**config.mk**
```make
export PLATFORM = sky130hd
export DESIGN_NAME = lfi_queue
export DESIGN_NICKNAME = d
export VERILOG_FILES = /design/src/design/lfi_pkg.sv /design/src/design/lfi_queue.sv
export SDC_FILE = /design/constraint.sdc
export NUM_CORES = 1
export LEC_CHECK = 0
export BUFFER_PORTS_ARGS = -buffer_cell sky130_fd_sc_hd__buf_2
export CAP_MARGIN = 20
export CORE_MARGIN = 2
export CORE_UTILIZATION = 27
export DETAILED_ROUTE_END_ITERATION = 16
export PLACE_DENSITY = 0.52
export SLEW_MARGIN = 5
export SYNTH_ARGS = -nofsm -noshare
export SYNTH_HDL_FRONTEND = slang
export SYNTH_SLANG_ARGS = --single-unit
```
**constraint.sdc**
```tcl
create_clock -name clk_i -period 16.2 [get_ports clk_i]
set_input_delay 0.81 -clock clk_i [delete_from_list [all_inputs] [get_ports clk_i]]
set_output_delay 0.81 -clock clk_i [all_outputs]
set_load 0.1 [all_outputs]
```
**src/design/lfi_pkg.sv**
```systemverilog
// ----------------------------------------------------------------------------
// lfi_pkg
// Shared types, constants and helpers of the Lagrangian flux interpolator.
// ----------------------------------------------------------------------------
`timescale 1ns / 1ps

package lfi_pkg;

  localparam int MAX_PENCIL = 64;
  localparam int CNT_W      = $clog2(MAX_PENCIL);
  localparam int POS_W      = 6;
  localparam int DATA_W     = 32;
  localparam int Q_DEPTH    = 4;
  localparam int QPTR_W     = $clog2(Q_DEPTH);
  localparam int CFG_IDX_W  = 1;

  localparam logic [CFG_IDX_W-1:0] REG_ORDER_MODE = CFG_IDX_W'(0);
  localparam logic [CFG_IDX_W-1:0] REG_TIME_STEP  = CFG_IDX_W'(1);

  // ceil(2^19 / 3): exact quotient for 18-bit dividends
  localparam logic [17:0] RECIP3 = 18'd174763;

  // one flux job handed from the front to the back
  typedef struct packed {
    logic signed [DATA_W-1:0] fm1;
    logic signed [DATA_W-1:0] f0;
    logic signed [DATA_W-1:0] fp1;
    logic signed [DATA_W-1:0] fp2;
    logic signed [DATA_W-1:0] g0;
    logic signed [DATA_W-1:0] g1;
    logic signed [DATA_W-1:0] sh;
    logic                     calc;
    logic                     mode;
    logic [CNT_W-1:0]         pos;
    logic                     last;
  } lfi_job_t;

  typedef struct packed {
    logic full;
    logic empty;
  } lfi_qstat_t;

  typedef enum logic [3:0] {
    B_IDLE, B_MUL, B_CHK, B_DIV, B_MLO, B_MHI, B_RND, B_DIV3, B_ACC, B_DONE
  } lfi_bstate_e;

  typedef enum logic [1:0] {
    DIV_BY_ONE, DIV_BY_TWO, DIV_BY_TWELVE, DIV_BY_TWENTY_FOUR
  } lfi_dsel_e;

  typedef enum logic [1:0] {
    DEST_ACC, DEST_P2, DEST_P3, DEST_P4
  } lfi_dest_e;

  function automatic logic signed [DATA_W-1:0] sat32(input logic signed [44:0] v);
    if (v > 45'sd2147483647) begin
      sat32 = 32'sh7FFFFFFF;
    end else if (v < -45'sd2147483648) begin
      sat32 = 32'sh80000000;
    end else begin
      sat32 = v[DATA_W-1:0];
    end
  endfunction

endpackage

```
**src/design/lfi_queue.sv**
```systemverilog
// ----------------------------------------------------------------------------
// lfi_queue
// Short job queue between the front and the back.
// ----------------------------------------------------------------------------
`timescale 1ns / 1ps

module lfi_queue import lfi_pkg::*; (
  input  logic       clk_i,
  input  logic       rst_ni,
  input  logic       push_i,
  input  lfi_job_t   job_i,
  input  logic       pop_i,
  output lfi_job_t   job_o,
  output lfi_qstat_t qstat_o
);

  lfi_job_t          mem_q [Q_DEPTH];
  logic [QPTR_W-1:0] wr_q, rd_q;
  logic [QPTR_W:0]   cnt_q;
  logic              do_push, do_pop;

  assign qstat_o.full  = (cnt_q == (QPTR_W+1)'(Q_DEPTH));
  assign qstat_o.empty = (cnt_q == '0);
  assign do_push       = push_i && !qstat_o.full;
  assign do_pop        = pop_i && !qstat_o.empty;
  assign job_o         = mem_q[rd_q];

  always_ff @(posedge clk_i or negedge rst_ni) begin
    if (!rst_ni) begin
      wr_q  <= '0;
      rd_q  <= '0;
      cnt_q <= '0;
    end else begin
      if (do_push) wr_q <= wr_q + QPTR_W'(1);
      if (do_pop)  rd_q <= rd_q + QPTR_W'(1);
      unique case ({do_push, do_pop})
        2'b10:   cnt_q <= cnt_q + (QPTR_W+1)'(1);
        2'b01:   cnt_q <= cnt_q - (QPTR_W+1)'(1);
        default: cnt_q <= cnt_q;
      endcase
    end
  end

  always_ff @(posedge clk_i) begin
    if (do_push) mem_q[wr_q] <= job_i;
  end

endmodule

```
[Yosys cells after proc, flatten, opt, wreduce, memory -nomap -nowiden]
Memories as Yosys holds them, arrays and structs flattened.
Index checks and enable logic that the tools add are counted.
Storage, ports and cells
  bits in registers: 7
  bits in writable memories: 932
  bits of input ports: 237
  output and inout port bits: 235
  word-level logic and storage cells: 20
  memories kept: 1
Memory list
  mem_q: words 4, width 233, read ports 1, clocked after memory_dff 0, wr ports 1, RTL line lfi_queue.sv:17  | lfi_job_t mem_q [Q_DEPTH];
Operators by class
  add/sub/neg operators: 4
  eq/ne operators: 3
  multiplexer cells: 3
  reduce and logical (&&, ||, !) cells: 6
Operator list (number)
  $pmux 3 s2: 1
  $add 2x1->2 const B: 2
  $add 3x1->3 const B: 1
  $eq 3x3->1 const B: 1
  $logic_not 3->1: 1
  $sub 3x1->3 const B: 1
  $eq 2x1->1 const B: 1
  $eq 2x2->1 const B: 1
  $logic_and 1x1->1: 2
  $logic_not 1->1: 2
  $mux 1: 2
  $reduce_bool 2->1: 1

[Logic depth before layout (Yosys ltp)]
  word-level depth: 5
  depth in mapped cells: 9
  mapped depth without buffers: 9

[Worst setup path after synthesis]
No wires, ideal clock.
  path kind: register to register
  start: register cnt_q[2]
  end: memory mem_q[0][0] (netlist name), enable pin
  setup time: 623 ps
  arrival time: 6665 ps
  required time: 15577 ps
  path slack: 8913 ps
  cell stages (with the launch flop): 4
  buffers on the path: 0
  period minus slack after synthesis: 7287 ps
  cells stage by stage: dfrtp_1 -> nor3b_1 -> nor2b_1 -> and2_1
RTL lines
  start: declaration: RTL line lfi_queue.sv:19  | logic [QPTR_W:0] cnt_q;
  start signal: assignment: RTL line lfi_queue.sv:37  | 2'b10: cnt_q <= cnt_q + (QPTR_W+1)'(1);
  start signal: assignment: RTL line lfi_queue.sv:38  | 2'b01: cnt_q <= cnt_q - (QPTR_W+1)'(1);
  start signal: assignment: RTL line lfi_queue.sv:39  | default: cnt_q <= cnt_q;
  end: declaration: RTL line lfi_queue.sv:17

==> results.md <==
* Flops & latches, synth at 939
* Most frequent CP cell: buf_4
* R2R cell count at 5
* DR WL met2 at 35.9 mm
* Mapped cell area at 34000 sq um
* Layout cell share with drive strength beyond 1 at 0.455
* Syn-to-layout area delta at 21.6%
* Final Hold Fails at 0
* Met1 WL at 29.4 mm
* Register clock-pin slew on the reported worst setup and hold paths at 60 ps
* Initial DRC count at 1218
* Synth unique cells at 21
* FF/Latch Area at 28200 sq um
* TritonRoute pass-1 iters at 5
* TritonCTS Buffers at 99
* GR Overflow Total at 0
* Post-CTS sizing at 0
* Outcome: finished, final reports clean
* CTS Sinks at 939
* Startpoint types: register
* Total Routed Length at 73.6 mm
* Max Cap Viol at 0
* Vias per cell at 4.32
* WL per Instance at 20.9 microns
* Syn Nets at 1497
* Setup tns final at 0 ps
* Worst Hold Class: input port to register
* Die area at 129000 sq um
* Max-slew headroom at 0.250
* First-pass GRT wire length at 109 mm
* Synthesis Warnings at 0
* Core Region at 125000 sq um
* H-Tree Depth at 3
* Clock Skews at 13.9 ps
* Endpoint type of the worst setup path: output port
* WL met3 at 6.17 mm
* Crit-path max cell delay at 920 ps
* Starting density of the core at 0.272
* Placer Congestion at 0.711
* Seq/Total Area, Yosys at 0.828
* Maximum net fanout on the critical path at 42
* DRC violations left at 0
* Unrepaired setup endpoints after global routing: no
* Root Driver: clkbuf_16
* Max layer used: met5
* Area occupied by multi-input gates at 5470 sq um
* Minimum clock period at 5150 ps
* Setup bufs post-CTS at 0
* Vias at 15200
* PortBufs at 471
* Post-Syn Instances at 1254
* CTS tree: built
* Slew Limit Fails at 0
* HPWL Detailed at 44.3 mm
* Post-route ant nets at 0
* CP Data Required Time at 15390 ps
* Worst path slowest cell: dfrtp_4
* Clock Path Buffers at 3
* Gr usage total at 0.113
* Clock network latency to the later pin of the worst-skew pair at 690 ps
* Arrival @ worst endpoint at 4340 ps
* Die width at 359 microns
* Max Clock Freq at 194 MHz
* Ratio of final minimum period to clock period at 0.318
* Pin count of the biggest net entering global routing at 121
* Synth Area per Inst at 27.1 sq um
* Vias in the first global route at 16600
* Row cnt at 130
* WS Path Type: register to output port
* Initial antenna violation count at 21
* Crit-path cells: buf_4 > buf_4 > mux4_2 > buf_2
* Final nets at 2038
* Hold depth at 1
* Fillers at 11900
* Die Y at 359 microns
* Setup violators final at 0
* Worst slew pin tran at 1120 ps
* Num ports at 472
-- final cells by class --
class | instances | area share
Antenna cell | 3 | 0.000182
Clock inverter | 41 | 0.00835
Sequential cell | 939 | 0.681
Inverter | 6 | 0.000545
Multi-Input combinational cell | 257 | 0.132
Timing Repair Buffer | 492 | 0.0618
Clock buffer | 138 | 0.0655
Tap cell | 1650 | 0.0499
-- repair_timing --
item | CTS | global route
hold buffers | 1 | 0
endpoints found under the setup margin | 0 | 0
endpoints found under the hold margin | 7 | 0
-- registers in the layout, indices dropped and copies added (netlist names) --
signal,flops
cnt_q,3
wr_q,2
rd_q,2
mem_q,932
-- per-stage QoR --
stage           util  std cells  hold slack [ps]  setup WS, ps  cell area [sq um]
2_1_floorplan      -       1254              477          8910              34000
3_3_place_gp   0.306       3343              496         11610              38300
3_5_place_dp   0.306       3343              511         11550              38300
4_1_cts        0.330       3523              231         10720              41300
5_1_grt        0.330       3525              255         10560              41300
6_report       0.330       3526              330         11050              41300
-- placed cells by master, fill, tap and decap left out, types with 2 or more instances in the layout --
cell	instances
bufinv_16	6
inv_1	6
buf_2	471
inv_6	3
and2_4	4
diode_2	3
clkbuf_1	35
edfxtp_1	932
buf_12	3
ha_1	5
dfrtp_4	2
clkinv_1	22
mux4_2	233
clkbuf_16	103
xnor2_1	3
buf_4	17
clkinv_2	8
dfrtp_1	5
xor2_1	3
-- worst paths after layout --
path | from | to | slack (ps)
min reg2reg | cnt_q[2] | cnt_q[2] | 530
max in group asynchronous | rst_ni | rd_q[1] | 15510
min | job_i[130] | mem_q[0][130] | 330
max reg2reg | cnt_q[2] | mem_q[2][133] | 12690
min in group asynchronous | rst_ni | cnt_q[0] | 520
max | rd_q[0] | job_o[162] | 11050
-- Yosys cell counts (all sizes together) --
library cell / count / area, sq um
and2: 4 / 25.0
o31a: 1 / 8.76
nand2: 1 / 3.75
nor2: 1 / 3.75
inv: 6 / 22.5
ha: 5 / 62.6
edfxtp: 932 / 28000
xnor2: 3 / 26.3
clkbuf: 6 / 22.5
dfrtp: 7 / 175
buf: 46 / 345
mux2: 1 / 11.3
nor2b: 1 / 6.26
nor3b: 1 / 7.51
fa: 1 / 20.0
mux4: 233 / 5250
nor3: 1 / 5.00
mux2i: 1 / 10.0
xor2: 3 / 26.3
-- routing by layer --
metal  track usage  vias up
met2         0.182      482
met3        0.0467      134
met4        0.0377       36
met1         0.138     8016
met5       0.00370        -
li1              -     6559
-- worst max-delay path: cells and delay by family (launching register included) --
| family | cells | cell delay (ps) |
|---|---|---|
| flops | 1 | 920 |
| mux | 1 | 650 |
| buf+inv | 3 | 1960 |
-- cells by family after synthesis --
logic type / synth area share
flops: 0.828
simple gates: 0.00151
fa+ha+maj: 0.00243
xor+xnor: 0.00155
compound gates: 0.000258
buf+inv: 0.0115
mux: 0.155
Power is left out: the tool's default activity adds up to more than one toggle a clock period on the data nets, which glitch-free logic cannot reach.
