### src/design/lfi_pkg.sv
// ----------------------------------------------------------------------------
// lfi_pkg
// Shared types, constants and helpers of the Lagrangian flux interpolator.
// ----------------------------------------------------------------------------
`timescale 1ns / 1ps

package lfi_pkg;

  localparam int MAX_PENCIL = 64;
  localparam int CNT_W      = $clog2(MAX_PENCIL);
  localparam int POS_W      = 6;
  localparam int DATA_W     = 32;
  localparam int Q_DEPTH    = 4;
  localparam int QPTR_W     = $clog2(Q_DEPTH);
  localparam int CFG_IDX_W  = 1;

  localparam logic [CFG_IDX_W-1:0] REG_ORDER_MODE = CFG_IDX_W'(0);
  localparam logic [CFG_IDX_W-1:0] REG_TIME_STEP  = CFG_IDX_W'(1);

  // ceil(2^19 / 3): exact quotient for 18-bit dividends
  localparam logic [17:0] RECIP3 = 18'd174763;

  // one flux job handed from the front to the back
  typedef struct packed {
    logic signed [DATA_W-1:0] fm1;
    logic signed [DATA_W-1:0] f0;
    logic signed [DATA_W-1:0] fp1;
    logic signed [DATA_W-1:0] fp2;
    logic signed [DATA_W-1:0] g0;
    logic signed [DATA_W-1:0] g1;
    logic signed [DATA_W-1:0] sh;
    logic                     calc;
    logic                     mode;
    logic [CNT_W-1:0]         pos;
    logic                     last;
  } lfi_job_t;

  typedef struct packed {
    logic full;
    logic empty;
  } lfi_qstat_t;

  typedef enum logic [3:0] {
    B_IDLE, B_MUL, B_CHK, B_DIV, B_MLO, B_MHI, B_RND, B_DIV3, B_ACC, B_DONE
  } lfi_bstate_e;

  typedef enum logic [1:0] {
    DIV_BY_ONE, DIV_BY_TWO, DIV_BY_TWELVE, DIV_BY_TWENTY_FOUR
  } lfi_dsel_e;

  typedef enum logic [1:0] {
    DEST_ACC, DEST_P2, DEST_P3, DEST_P4
  } lfi_dest_e;

  function automatic logic signed [DATA_W-1:0] sat32(input logic signed [44:0] v);
    if (v > 45'sd2147483647) begin
      sat32 = 32'sh7FFFFFFF;
    end else if (v < -45'sd2147483648) begin
      sat32 = 32'sh80000000;
    end else begin
      sat32 = v[DATA_W-1:0];
    end
  endfunction

endpackage

### src/design/lfi_front.sv
// ----------------------------------------------------------------------------
// lfi_front
// Takes pencil elements, keeps the sample/grid/shift window and turns each
// element into zero to three flux jobs, one per cycle while the queue has room.
// ----------------------------------------------------------------------------
`timescale 1ns / 1ps

module lfi_front import lfi_pkg::*; (
  input  logic                     clk_i,
  input  logic                     rst_ni,
  input  logic                     mode_i,
  input  logic                     in_valid_i,
  output logic                     in_stall_o,
  input  logic signed [DATA_W-1:0] sample_i,
  input  logic signed [DATA_W-1:0] grid_pos_i,
  input  logic signed [DATA_W-1:0] shift_i,
  input  logic                     last_in_i,
  input  lfi_qstat_t               qstat_i,
  output logic                     push_o,
  output lfi_job_t                 job_o
);

  logic signed [DATA_W-1:0] sw_q [3];
  logic signed [DATA_W-1:0] gw_q [2];
  logic signed [DATA_W-1:0] shw_q [2];
  logic [CNT_W-1:0]         cnt_q, cnt_d;

  logic signed [DATA_W-1:0] snap_sw_q [3];
  logic signed [DATA_W-1:0] snap_gw_q [2];
  logic signed [DATA_W-1:0] snap_shw_q [2];
  logic signed [DATA_W-1:0] snap_f_q, snap_g_q;
  logic [CNT_W-1:0]         snap_k_q;
  logic                     snap_mode_q;
  // bit 0: interior flux k-2, bit 1: flush flux k-1, bit 2: closing flux k
  logic [2:0]               pend_q, pend_d;

  logic accept, last_el;

  assign in_stall_o = |pend_q;
  assign accept     = in_valid_i && !in_stall_o;
  assign last_el    = last_in_i || (cnt_q >= CNT_W'(MAX_PENCIL - 1));
  assign cnt_d      = last_el ? '0 : cnt_q + CNT_W'(1);

  always_comb begin
    job_o  = '0;
    push_o = 1'b0;
    pend_d = pend_q;
    if (accept) begin
      pend_d = {last_el, last_el && (cnt_q >= CNT_W'(1)), cnt_q >= CNT_W'(2)};
    end else if (!qstat_i.full) begin
      priority if (pend_q[0]) begin
        push_o    = 1'b1;
        pend_d[0] = 1'b0;
        job_o.fm1 = snap_sw_q[2];
        job_o.f0  = snap_sw_q[1];
        job_o.fp1 = snap_sw_q[0];
        job_o.fp2 = snap_f_q;
        job_o.g0  = snap_gw_q[1];
        job_o.g1  = snap_gw_q[0];
        job_o.sh  = snap_shw_q[1];
        job_o.calc = snap_mode_q ? (snap_k_q >= CNT_W'(4)) : (snap_k_q >= CNT_W'(3));
        job_o.pos = snap_k_q - CNT_W'(2);
      end else if (pend_q[1]) begin
        push_o    = 1'b1;
        pend_d[1] = 1'b0;
        job_o.fm1 = snap_sw_q[1];
        job_o.f0  = snap_sw_q[0];
        job_o.fp1 = snap_f_q;
        job_o.g0  = snap_gw_q[0];
        job_o.g1  = snap_g_q;
        job_o.sh  = snap_shw_q[0];
        // fourth order never reaches the flush index
        job_o.calc = !snap_mode_q && (snap_k_q >= CNT_W'(2));
        job_o.pos = snap_k_q - CNT_W'(1);
      end else if (pend_q[2]) begin
        push_o     = 1'b1;
        pend_d[2]  = 1'b0;
        job_o.pos  = snap_k_q;
        job_o.last = 1'b1;
      end
    end
    job_o.mode = snap_mode_q;
  end

  always_ff @(posedge clk_i or negedge rst_ni) begin
    if (!rst_ni) begin
      pend_q <= '0;
      cnt_q  <= '0;
      for (int i = 0; i < 3; i++) sw_q[i] <= '0;
      for (int i = 0; i < 2; i++) begin
        gw_q[i]  <= '0;
        shw_q[i] <= '0;
      end
    end else begin
      pend_q <= pend_d;
      if (accept) begin
        cnt_q    <= cnt_d;
        sw_q[2]  <= sw_q[1];
        sw_q[1]  <= sw_q[0];
        sw_q[0]  <= sample_i;
        gw_q[1]  <= gw_q[0];
        gw_q[0]  <= grid_pos_i;
        shw_q[1] <= shw_q[0];
        shw_q[0] <= shift_i;
      end
    end
  end

  always_ff @(posedge clk_i) begin
    if (accept) begin
      for (int i = 0; i < 3; i++) snap_sw_q[i] <= sw_q[i];
      for (int i = 0; i < 2; i++) begin
        snap_gw_q[i]  <= gw_q[i];
        snap_shw_q[i] <= shw_q[i];
      end
      snap_f_q    <= sample_i;
      snap_g_q    <= grid_pos_i;
      snap_k_q    <= cnt_q;
      snap_mode_q <= mode_i;
    end
  end

endmodule

### config.mk
export PLATFORM = sky130hd
export DESIGN_NAME = lfi_front
export DESIGN_NICKNAME = d
export VERILOG_FILES = /design/src/design/lfi_pkg.sv /design/src/design/lfi_front.sv
export SDC_FILE = /design/constraint.sdc
export NUM_CORES = 1
export LEC_CHECK = 0
export BUFFER_PORTS_ARGS = -buffer_cell sky130_fd_sc_hd__clkbuf_2
export CORE_UTILIZATION = 43
export DETAILED_ROUTE_END_ITERATION = 7
export PLACE_DENSITY_LB_ADDON = 0.25
export REMOVE_ABC_BUFFERS = 1
export SLEW_MARGIN = 20
export SYNTH_ARGS = -nofsm -noshare
export SYNTH_HDL_FRONTEND = slang
export SYNTH_SLANG_ARGS = --single-unit
### constraint.sdc
create_clock -name clk_i -period 7.1 [get_ports clk_i]
set_input_delay 0.71 -clock clk_i [delete_from_list [all_inputs] [get_ports clk_i]]
set_output_delay 0.71 -clock clk_i [all_outputs]
set_load 0.01 [all_outputs]
* Word-level counts from Yosys, hierarchy flattened
Memories as Yosys holds them, arrays and structs flattened. Index checks and enable logic that the tools add are counted.
Cells by class: add/sub/neg operators 3, order comparisons 6, equal/unequal tests 3, mux-type cells 27, reduce and logical (&&, ||, !) cells 9
Operator list (number):
- two-way mux 225 bit | 2
- two-way mux 97 bit | 2
- two-way mux 96 bit | 2
- two-way mux 32 bit | 1
- two-way mux 7 bit | 3
- >= comparator 6 x 2 -> 1 bit, second input constant | 3
- two-way mux 6 bit | 3
- two-way mux 1 bit | 11
- adder 6 x 1 -> 6 bit, second input constant | 1
- >= comparator 6 x 1 -> 1 bit, second input constant | 1
- >= comparator 6 x 3 -> 1 bit, second input constant | 1
- >= comparator 6 bit, second input constant | 1
- two-way mux 3 bit | 2
- inequality test 2 x 1 -> 1 bit, second input constant | 3
- subtractor 6 x 1 -> 6 bit, second input constant | 1
- subtractor 6 x 2 -> 6 bit, second input constant | 1
- logical AND 1 bit | 3
- AND reduction 3 bit | 1
- OR reduction 3 bit | 1
- zero test 1 bit | 2
- two-way mux 2 bit | 1
- AND reduction 2 bit | 1
- logical OR 1 bit | 1
Word-level totals: register bits after elaboration 304, RAM bits 224, input bits 103, output and inout bits 235, logic and storage cells 66, memories kept 3
Memory list:
- snap_sw_q | depth 3, bits a word 32, read ports 3, clocked after memory_dff 0, wr ports 3, RTL line lfi_front.sv:28 | logic signed [DATA_W-1:0] snap_sw_q [3];
- snap_gw_q | depth 2, bits a word 32, read ports 2, clocked after memory_dff 0, wr ports 2, RTL line lfi_front.sv:29 | logic signed [DATA_W-1:0] snap_gw_q [2];
- snap_shw_q | depth 2, bits a word 32, read ports 2, clocked after memory_dff 0, wr ports 2, RTL line lfi_front.sv:30 | logic signed [DATA_W-1:0] snap_shw_q [2];

* Longest topological paths before layout
Gate-level depths: netlist of the first run.
depth after elaboration 6, mapped depth 7, mapped depth without buffers 6

* Least setup slack after synthesis of the first run
OpenSTA, ideal clock, no wires.
path kind input-to-reg, from input port in_valid_i, to register snap_f_q[0], enable pin, arrival time 4.825 ns, data required time 6.571 ns, setup slack 1.745 ns, stages 4, buffers on the path 2, path through or4b_1 > buf_2 > inv_2 > buf_2
Between the ends: word-level cells in the longest chain between the ends 1
RTL lines:
- start, declared | RTL line lfi_front.sv:12 | input logic in_valid_i,
- logical AND 1 bit | RTL line lfi_front.sv:40 | assign accept = in_valid_i && !in_stall_o;
- net accept | RTL line lfi_front.sv:37 | logic accept, last_el;
- end signal, assigned | RTL line lfi_front.sv:116 | snap_f_q <= sample_i;
- end, declared | RTL line lfi_front.sv:31 | logic signed [DATA_W-1:0] snap_f_q, snap_g_q;
The timed path passes the listed nets, and every way through them passes these cells. A chain may end at the register's enable or synchronous reset.

==> flow_summary_export.csv, run 1 <==
group,metric,value,unit
sta,fin_skew,0.00783,ns
sta,fmax,215,MHz
synth,syn_area_per_cell,11.3,um2
global_routing,grt_pass1_vias,13494,
cts,cts_setup_buffers,0,
placement,post-place-ws,3.00,ns
die,die_y,222,um
placement,placed_area,22800,um2
setup_path,required,6.39,ns
cells_and_area,drive_above_1_share,0.205,
synth,synth_area,20800,um2
placement,dp_hpwl,26.3,mm
cts,clkTransAtPathRegs,0.06,ns
cells_and_area,final_cells,2776,
setup_path,path_buf_inv,2,
route,drcViolationCount,0,
die,placementRows,80,
sta,setup_violations,0,
synth,synth_top_area_cell,"edfxtp_1",
global_routing,grt_start_max_net_pins,189,
sta,relSlewSlack,0.265,
placement,gp_congestion,0.797,
setup_path,path_delay_family,"simple AND/OR/NAND/NOR gates",
synth,synthCells,1832,
setup_path,worstSetupPathType,"reg2out",
global_routing,overflow,0,
setup_path,cp-start-kind,"flop",
die,core-area,47700,um2
setup_path,arrival,3.94,ns
global_routing,antenna_found_initial,2,
cells_and_area,diodes,0,
route,dr.max_layer_used,"met5",
pwr,p_leak,0.0110,uW
setup_path,worst_path_max_delay_cell,"or4b_4",
cts,numCtsBuffers,53,
synth,synth_top_area_share,0.426,
cts,cts_hold_buf,0,
setup_path,path_max_fanout,68,
run,max_cap_violations,0,
route,viasPerCell,5.09,
placement,port_buffers,336,
global_routing,grt_usage,0.179,
cts,cts_root_buffer,"clkbuf_16",
route,wl_met1,19.7,mm
sta,fin_crit_sh,0.655,
cells_and_area,num-nets-final,2231,
global_routing,grt_pass1_wl,70.8,mm
die,die-area,49200,um2
sta,finalHoldViolations,0,
route,dr_wl_met3,2.64,mm
hold_path,min_path_type,"in2async",
route,drt_iter0_drc,1165,
setup_path,cpPeakStageDelay,0.90,ns
placement,place_inst,2678,
synth,ys_ff_latch,528,
cts,post_cts_resized,0,
route,dr_total_vias,14121,
setup_path,path_cells,"or4b_4 > nand2b_4 > buf_4 > nor2_1 > clkbuf_2",
sta,worstMarginPinSlew,1.10,ns
sta,setup_slack,2.45,ns
die,initial_core_util,0.435,
route,routed_wl,44.4,mm
synth,yosysWarnings,0,
cts,cts_tree,"done",
route,firstDrtPassIters,5,
cells_and_area,fin_area,24600,um2
synth,synth_cell_types,40,
synth,seq_area_frac_synth,0.707,
route,wl_per_cell,16.0,um
pwr,vdd_drop_max,208,uV
cts,clock_path_buffers,3,
cells_and_area,area_growth,18.4,%
cts,clock_sinks,528,
route,antenna_left,0,
cts,cts-htree-levels,2,
synth,synthTopCellsByArea,"edfxtp_1 43%, dfrtp_1 28%, nand2_1 12%",
sta,period_needed,4.65,ns
pwr,power,10900,uW
cts,clkLatencyLatePin,0.58,ns
cells_and_area,nFillCells,4229,
setup_path,endpoint_kind,"primary output",
die,die_w,222,um
route,met2_wirelength,21.3,mm
sta,rsz0062_at_grt,"false",
die,io_pins,338,
status,status,"finished, final reports clean",
sta,finalSetupTns,0,ns
pwr,power_density,441,nW/um2
sta,drv_slew,0,
kinds of logic after synthesis:
kind of cell	after synthesis	synth area share
muxes	3	0.00156
adders and majority gates	10	0.00602
xor gates and xnor gates	1	0.000421
and+or+nand+nor	944	0.178
DFF	528	0.707
buffers and inverters	131	0.0312
AOI/OAI and AO/OA	215	0.0766
per-stage QoR:
stage                util  hold slack [ns]
CTS                 0.516            0.208
floorplan               -            0.414
finish              0.516            0.169
detailed placement  0.478            0.429
global placement    0.478            0.430
global route        0.516            0.256
synth_stat cells:
cell type and instances:
mux2i_1 1, and2_1 32, nor3_1 4, and3_1 2
buf_1 13, o21a_1 1, xnor2_1 1, or4_1 1
a21boi_0 1, nor2b_1 2, nand2b_1 5, a221oi_1 1
inv_1 8, mux2_2 2, ha_1 10, o31ai_1 2
a22oi_1 192, o21ai_0 9, o311ai_1 1, a21oi_1 3
clkbuf_1 47, a31oi_1 1, a211oi_1 1, o221a_2 1
edfxtp_1 295, nor4_1 2, nand3_1 8, buf_6 1
o311ai_0 1, or3_1 1, inv_2 1, nand2_1 684
dfrtp_1 233, buf_4 29, a2111oi_0 1, buf_2 32
nand3b_1 1, nor3b_1 1, nor2_1 199, or4b_1 2
area by class of cell:
| class | instances | area, um2 | share of cell area |
|---|---|---|---|
| flip-flops and latches | 528 | 14700 | 0.597 |
| inverters | 9 | 41.3 | 0.00168 |
| repair buffers | 353 | 1850 | 0.0751 |
| clock inverters | 19 | 253 | 0.0103 |
| well taps | 615 | 769 | 0.0313 |
| clock buffers | 79 | 1550 | 0.0628 |
| multi-input cells | 1173 | 5470 | 0.222 |
routing by layer:
metal  up-vias  global-route usage
met5         -                   0
met4         4              0.0520
met3        50              0.0415
met2       335               0.290
met1      6952               0.242
li1       6780                   -
registers in the layout, summed over array words and instances, names as in the netlist:
signal / cells
snap_sw_q: 96
snap_gw_q: 64
snap_shw_q: 64
snap_k_q: 6
pend_q: 3
snap_f_q: 32
shw_q: 64
snap_g_q: 32
cnt_q: 6
snap_mode_q: 1
gw_q: 64
sw_q: 96
layout by cell type, fill, tap and decap left out, types with 2 or more instances in the layout:
cell type,instances
nand2_1,684
clkbuf_16,55
ha_1,10
o31ai_1,2
and3_1,2
a21oi_1,3
clkbuf_1,16
clkbuf_2,335
nand2b_1,4
nand3_1,8
clkbuf_8,8
o21ai_0,9
nor3_1,4
buf_4,14
and2_1,32
nor4_1,2
dfrtp_1,232
nor2_1,199
edfxtp_1,295
a22oi_1,192
clkinv_2,9
bufinv_16,6
buf_12,2
clkinvlp_4,2
inv_1,8
mux2_2,2
worst paths after layout:
kind | end | slack [ns] | startpoint | depth (start not counted)
min reg2reg | snap_gw_q[0][53]$_DFFE_PP_ | 0.44 | gw_q[21]$_DFFE_PN0P_ | 0
min | gw_q[55]$_DFFE_PN0P_ | 0.17 | rst_ni | 1
max reg2reg | snap_gw_q[0][37]$_DFFE_PP_ | 3.61 | pend_q[0]$_DFFE_PN0P_ | 3
max in group asynchronous | pend_q[0]$_DFFE_PN0P_ | 5.31 | rst_ni | 2
max | job_o[26] | 2.45 | pend_q[0]$_DFFE_PN0P_ | 5
min in group clk_i | shw_q[36]$_DFFE_PN0P_ | 0.31 | shift_i[4] | 3
report_power, final:
| part | switching (uW) | internal (uW) | total [uW] |
|---|---|---|---|
| Combinational | 1900 | 922 | 2820 |
| Clock | 1130 | 1720 | 2850 |
| Sequential | 592 | 4600 | 5190 |
| Total | 3630 | 7240 | 10900 |
worst reg2reg max path: stages (launching register included):
cell	delay, ns
dfrtp_4	0.69
or4b_4	0.91
inv_8	0.61
buf_12	0.54
(Power assumes the default switching activity.)
==> run 2: changes to the inputs <==
clock period = 4.32 ns   (was 7.1 ns; I/O delays follow)
==> flow_summary_export.csv, run 2 (synthesis results as in run 1) <==
group,metric,value,unit
sta,finalSetupTns,0,ns
cts,clkLatencyLatePin,0.58,ns
setup_path,cp-start-kind,"flop",
global_routing,overflow,0,
sta,fin_hold_ws,0.0377,ns
cells_and_area,finish.utilization,0.526,
global_routing,grt_start_max_net_pins,210,
pwr,p_sw,5990,uW
pwr,p_comb_frac,0.271,
cells_and_area,area_growth,20.7,%
cells_and_area,diodes,0,
cts,clkTransAtPathRegs,0.06,ns
cells_and_area,nFillCells,4199,
cts,cts_root_buffer,"clkbuf_16",
pwr,clkPwrFrac,0.260,
sta,fmax,273,MHz
pwr,seq_power_share,0.469,
cells_and_area,final_common_cell,"nand2_1",
pwr,p_leak,0.0113,uW
die,placementRows,80,
cts,clock_sinks,528,
die,die_w,222,um
global_routing,grt_usage,0.181,
die,core-area,47700,um2
global_routing,antenna_found_initial,3,
sta,fin_skew,0.0131,ns
sta,setup_violations,0,
global_routing,grt_pass1_wl,71.5,mm
route,wl_per_cell,15.8,um
sta,fin_crit_sh,0.847,
die,die-area,49200,um2
die,io_pins,338,
setup_path,endpoint_kind,"primary output",
pwr,power,18100,uW
pwr,vdd_drop_max,596,uV
placement,dp_hpwl,26.8,mm
global_routing,grt_pass1_vias,13698,
placement,post-place-ws,1.20,ns
cts,cts-htree-levels,2,
pwr,switching_share,0.332,
setup_path,required,3.89,ns
die,initial_core_util,0.435,
sta,relSlewSlack,0.325,
pwr,p_int,12100,uW
cts,cts_setup_buffers,0,
route,drcViolationCount,0,
route,viasPerCell,5.04,
pwr,power_density,719,nW/um2
route,dr_total_vias,14182,
route,drt_iter0_drc,1131,
cts,cts_tree,"done",
route,routed_wl,44.6,mm
status,status,"finished, final reports clean",
sta,rsz0062_at_grt,"false",
run,max_cap_violations,0,
cells_and_area,drive_above_1_share,0.206,
cts,numCtsBuffers,54,
sta,finalHoldViolations,0,
setup_path,worstSetupPathType,"reg2out",
route,antenna_left,0,
sta,period_needed,3.66,ns
cts,clock_path_buffers,3,
hold_path,min_path_type,"in2reg",
cells_and_area,reg_top3,"snap_sw_q (96), sw_q (96)",
placement,port_buffers,336,
sta,worstMarginPinSlew,1.01,ns
sta,drv_slew,0,
cells_and_area,num-nets-final,2266,
setup_path,r2r_setup_slack,1.61,ns
sta,setup_slack,0.659,ns
die,die_y,222,um
cells_and_area,mostFrequentLayoutCells,"684 x nand2_1, 335 x clkbuf_2, 295 x edfxtp_1",
route,firstDrtPassIters,5,
setup_path,path_max_fanout,209,
placement,gp_congestion,0.792,
setup_path,arrival,3.23,ns
==> run 2: layout make-up <==
cell class | count | area, um2 | share of cell area
Tap cell | 615 | 769 | 0.0307
Clock inverter | 17 | 206 | 0.00823
Inverter | 9 | 41.3 | 0.00165
Sequential cell | 528 | 14700 | 0.585
Multi-Input combinational cell | 1173 | 5470 | 0.218
Clock buffer | 85 | 1610 | 0.0642
Timing Repair Buffer | 387 | 2300 | 0.0918
==> run 2: critical path: stages, from the launching register on <==
cell and delay (ns):
dfrtp_4 0.42, buf_12 0.74, nor2b_2 0.74, buf_4 0.40, and2_1 0.18, clkbuf_2 0.14
==> run 2: metal layers <==
metal  GRT usage  up-vias  share of wire
met5           0        -        0.00063
met4      0.0560        4          0.019
met3      0.0315       65          0.051
met2       0.292      367           0.48
met1       0.251     6897           0.45
li1            -     6849              -
==> run 2: worst paths after layout <==
check | depth (start not counted) | start | endpoint
max | 5 | pend_q[0]$_DFFE_PN0P_ | job_o[124]
min | 3 | shift_i[4] | shw_q[36]$_DFFE_PN0P_
max reg2reg | 3 | pend_q[1]$_DFFE_PN0P_ | snap_shw_q[0][43]$_DFFE_PP_
min reg2reg | 0 | shw_q[10]$_DFFE_PN0P_ | snap_shw_q[0][42]$_DFFE_PP_
max in group asynchronous | 3 | rst_ni | sw_q[19]$_DFFE_PN0P_
min in group asynchronous | 2 | rst_ni | shw_q[45]$_DFFE_PN0P_
==> run 2: power groups by stage <==
stage | Sequential (uW) | Clock, uW | Combinational, uW
finish | 8470 | 4690 | 4900
global route | 8680 | 4990 | 5540
CTS | 8460 | 4810 | 4970
detailed placement | 8560 | 0 | 4930
global placement | 8460 | 0 | 4840
floorplan | 8540 | 0 | 3310
==> run 2: repair_timing <==
| action | CTS | global route |
|---|---|---|
| resized for setup | 0 | 0 |
| hold endpoints to repair | 88 | 0 |
| hold buffers | 19 | 0 |
==> run 2: through the flow <==
stage,instance area [um2],instances
5_1_grt,25100,2814
4_1_cts,25100,2813
6_report,25100,2814
2_1_floorplan,20200,1710
3_3_place_gp,23100,2692
3_5_place_dp,23100,2692
==> run 3: changes to the inputs <==
clock period = 3.2 ns   (was 4.32 ns; I/O delays follow)
==> flow_summary_export.csv, run 3 (synthesis results as in run 1) <==
group,metric,value,unit
pwr,p_comb_frac,0.275,
sta,fin_skew,0.00731,ns
setup_path,cp-start-kind,"flop",
setup_path,cpPeakStageDelay,0.68,ns
die,die_w,222,um
setup_path,path_max_fanout,64,
cells_and_area,nFillCells,4105,
placement,gp_congestion,0.791,
cells_and_area,num-nets-final,2349,
sta,worstMarginPinSlew,0.934,ns
cts,clock_path_buffers,3,
sta,fin_hold_ws,0.106,ns
pwr,p_leak,0.0116,uW
cts,cts-htree-levels,2,
run,max_cap_violations,0,
setup_path,arrival,2.73,ns
cts,cts_setup_buffers,0,
pwr,seq_power_share,0.470,
placement,place_inst,2695,
sta,fin_crit_sh,0.953,
die,die-area,49200,um2
placement,dp_hpwl,27.3,mm
global_routing,grt_pass1_wl,73.5,mm
pwr,vdd_drop_max,632,uV
route,antenna_left,0,
route,wl_per_cell,15.9,um
cells_and_area,drive_above_1_share,0.201,
die,core-area,47700,um2
die,initial_core_util,0.435,
cells_and_area,reg_top3,"snap_sw_q (96), sw_q (96)",
global_routing,antenna_found_initial,1,
setup_path,r2r_setup_slack,0.75,ns
route,firstDrtPassIters,7,
cells_and_area,register_area,14700,um2
sta,setup_violations,0,
global_routing,overflow,0,
route,drcViolationCount,0,
pwr,p_sw,8170,uW
cts,cts_tree,"done",
pwr,power_density,941,nW/um2
status,status,"finished, final reports clean",
cells_and_area,mostFrequentLayoutCells,"684 x nand2_1, 335 x clkbuf_2, 295 x edfxtp_1",
cells_and_area,area_growth,24.5,%
setup_path,endpoint_kind,"primary output",
placement,port_buffers,336,
pwr,switching_share,0.335,
route,viasPerCell,5.06,
setup_path,path_cells,"or4b_4 > nand2b_4 > buf_12 > nor2_1 > clkbuf_2",
global_routing,grt_start_max_net_pins,120,
sta,rsz0062_at_grt,"false",
route,drt_iter0_drc,1109,
sta,relSlewSlack,0.377,
setup_path,required,2.88,ns
setup_path,path_delay_family,"simple AND/OR/NAND/NOR gates",
cells_and_area,final_cells,2893,
global_routing,grt_pass1_vias,14210,
cts,cts_root_buffer,"clkbuf_16",
hold_path,min_path_type,"in2reg",
route,dr_total_vias,14642,
sta,finalHoldViolations,0,
pwr,clkPwrFrac,0.255,
cells_and_area,diodes,0,
cts,clkLatencyLatePin,0.59,ns
setup_path,path_buf_inv,2,
die,die_y,222,um
sta,fmax,328,MHz
setup_path,worstSetupPathType,"reg2out",
setup_path,worst_path_max_delay_cell,"or4b_4",
route,routed_wl,46.0,mm
cts,post_cts_resized,0,
die,io_pins,338,
cts,numCtsBuffers,54,
sta,drv_slew,0,
global_routing,grt_usage,0.185,
sta,period_needed,3.05,ns
cells_and_area,final_common_cell,"nand2_1",
cts,clkTransAtPathRegs,0.06,ns
pwr,power,24400,uW
cells_and_area,multi_input_area,5480,um2
die,placementRows,80,
cts,clock_sinks,528,
pwr,p_int,16200,uW
-- run 3: cell types whose count changed in the layout (fill, tap and decap cells not counted), sizes merged --
cell and change:
nand2b +1, dlygate4sd3 +80, clkbuf -16, buf +2
clkinv +9, bufinv +1, inv +2
-- run 3: power groups by stage --
| stage | logic, uW | registers [uW] | clock network (uW) |
|---|---|---|---|
| after floorplan | 4300 | 11500 | 0 |
| after global placement | 6530 | 11400 | 0 |
| after detailed placement | 6670 | 11600 | 0 |
| after CTS | 6800 | 11400 | 6390 |
| after global routing | 7550 | 11700 | 6610 |
| final | 6710 | 11400 | 6210 |
-- run 3: worst register-to-register path: stages (launching register included) --
cell and delay (ns):
dfrtp_4 0.51, or4b_4 0.68, inv_8 0.41, buf_12 0.44
-- run 3: what timing repair did --
action | in CTS | in global routing
endpoints found under the setup margin | 0 | 124
hold buffers | 99 | 0
endpoints found under the hold margin | 255 | 0
-- run 3: cell type report --
| class | count | area share |
|---|---|---|
| well taps | 615 | 0.0297 |
| repair buffers | 469 | 0.122 |
| clock buffers | 69 | 0.0560 |
| inverters | 9 | 0.00159 |
| clock inverters | 29 | 0.0118 |
| flip-flops and latches | 528 | 0.568 |
| multi-input cells | 1174 | 0.212 |
-- run 3: metrics by stage --
stage | utilization | worst slack (ns) | instance area, um2 | setup TNS [ns]
after floorplan | - | -12.91 | 20200 | -8733.25
after global placement | 0.485 | 0.705 | 23100 | 0
after detailed placement | 0.485 | 0.689 | 23100 | 0
after CTS | 0.542 | 0.0346 | 25900 | 0
after global routing | 0.542 | 0.00807 | 25900 | 0
final | 0.542 | 0.151 | 25900 | 0
-- run 3: path summary, 6_finish.rpt --
kind | from | endpoint | cells past startpoint
worst max-delay path | pend_q[0]$_DFFE_PN0P_ | job_o[52] | 5
worst min-delay path | in_valid_i | pend_q[2]$_DFFE_PN0P_ | 3
worst max register to register | pend_q[0]$_DFFE_PN0P_ | snap_shw_q[0][59]$_DFFE_PP_ | 3
worst min register to register | shw_q[30]$_DFFE_PN0P_ | snap_shw_q[0][62]$_DFFE_PP_ | 0
max in group asynchronous | rst_ni | gw_q[46]$_DFFE_PN0P_ | 3
min in group asynchronous | rst_ni | gw_q[55]$_DFFE_PN0P_ | 2
-- run 3: routing by layer --
layer | part of all wire | track usage | wire length [um]
met5 | 0.00028 | 0 | 13
met3 | 0.056 | 0.0374 | 2560
met1 | 0.45 | 0.247 | 20600
met2 | 0.48 | 0.306 | 21900
met4 | 0.018 | 0.0533 | 847
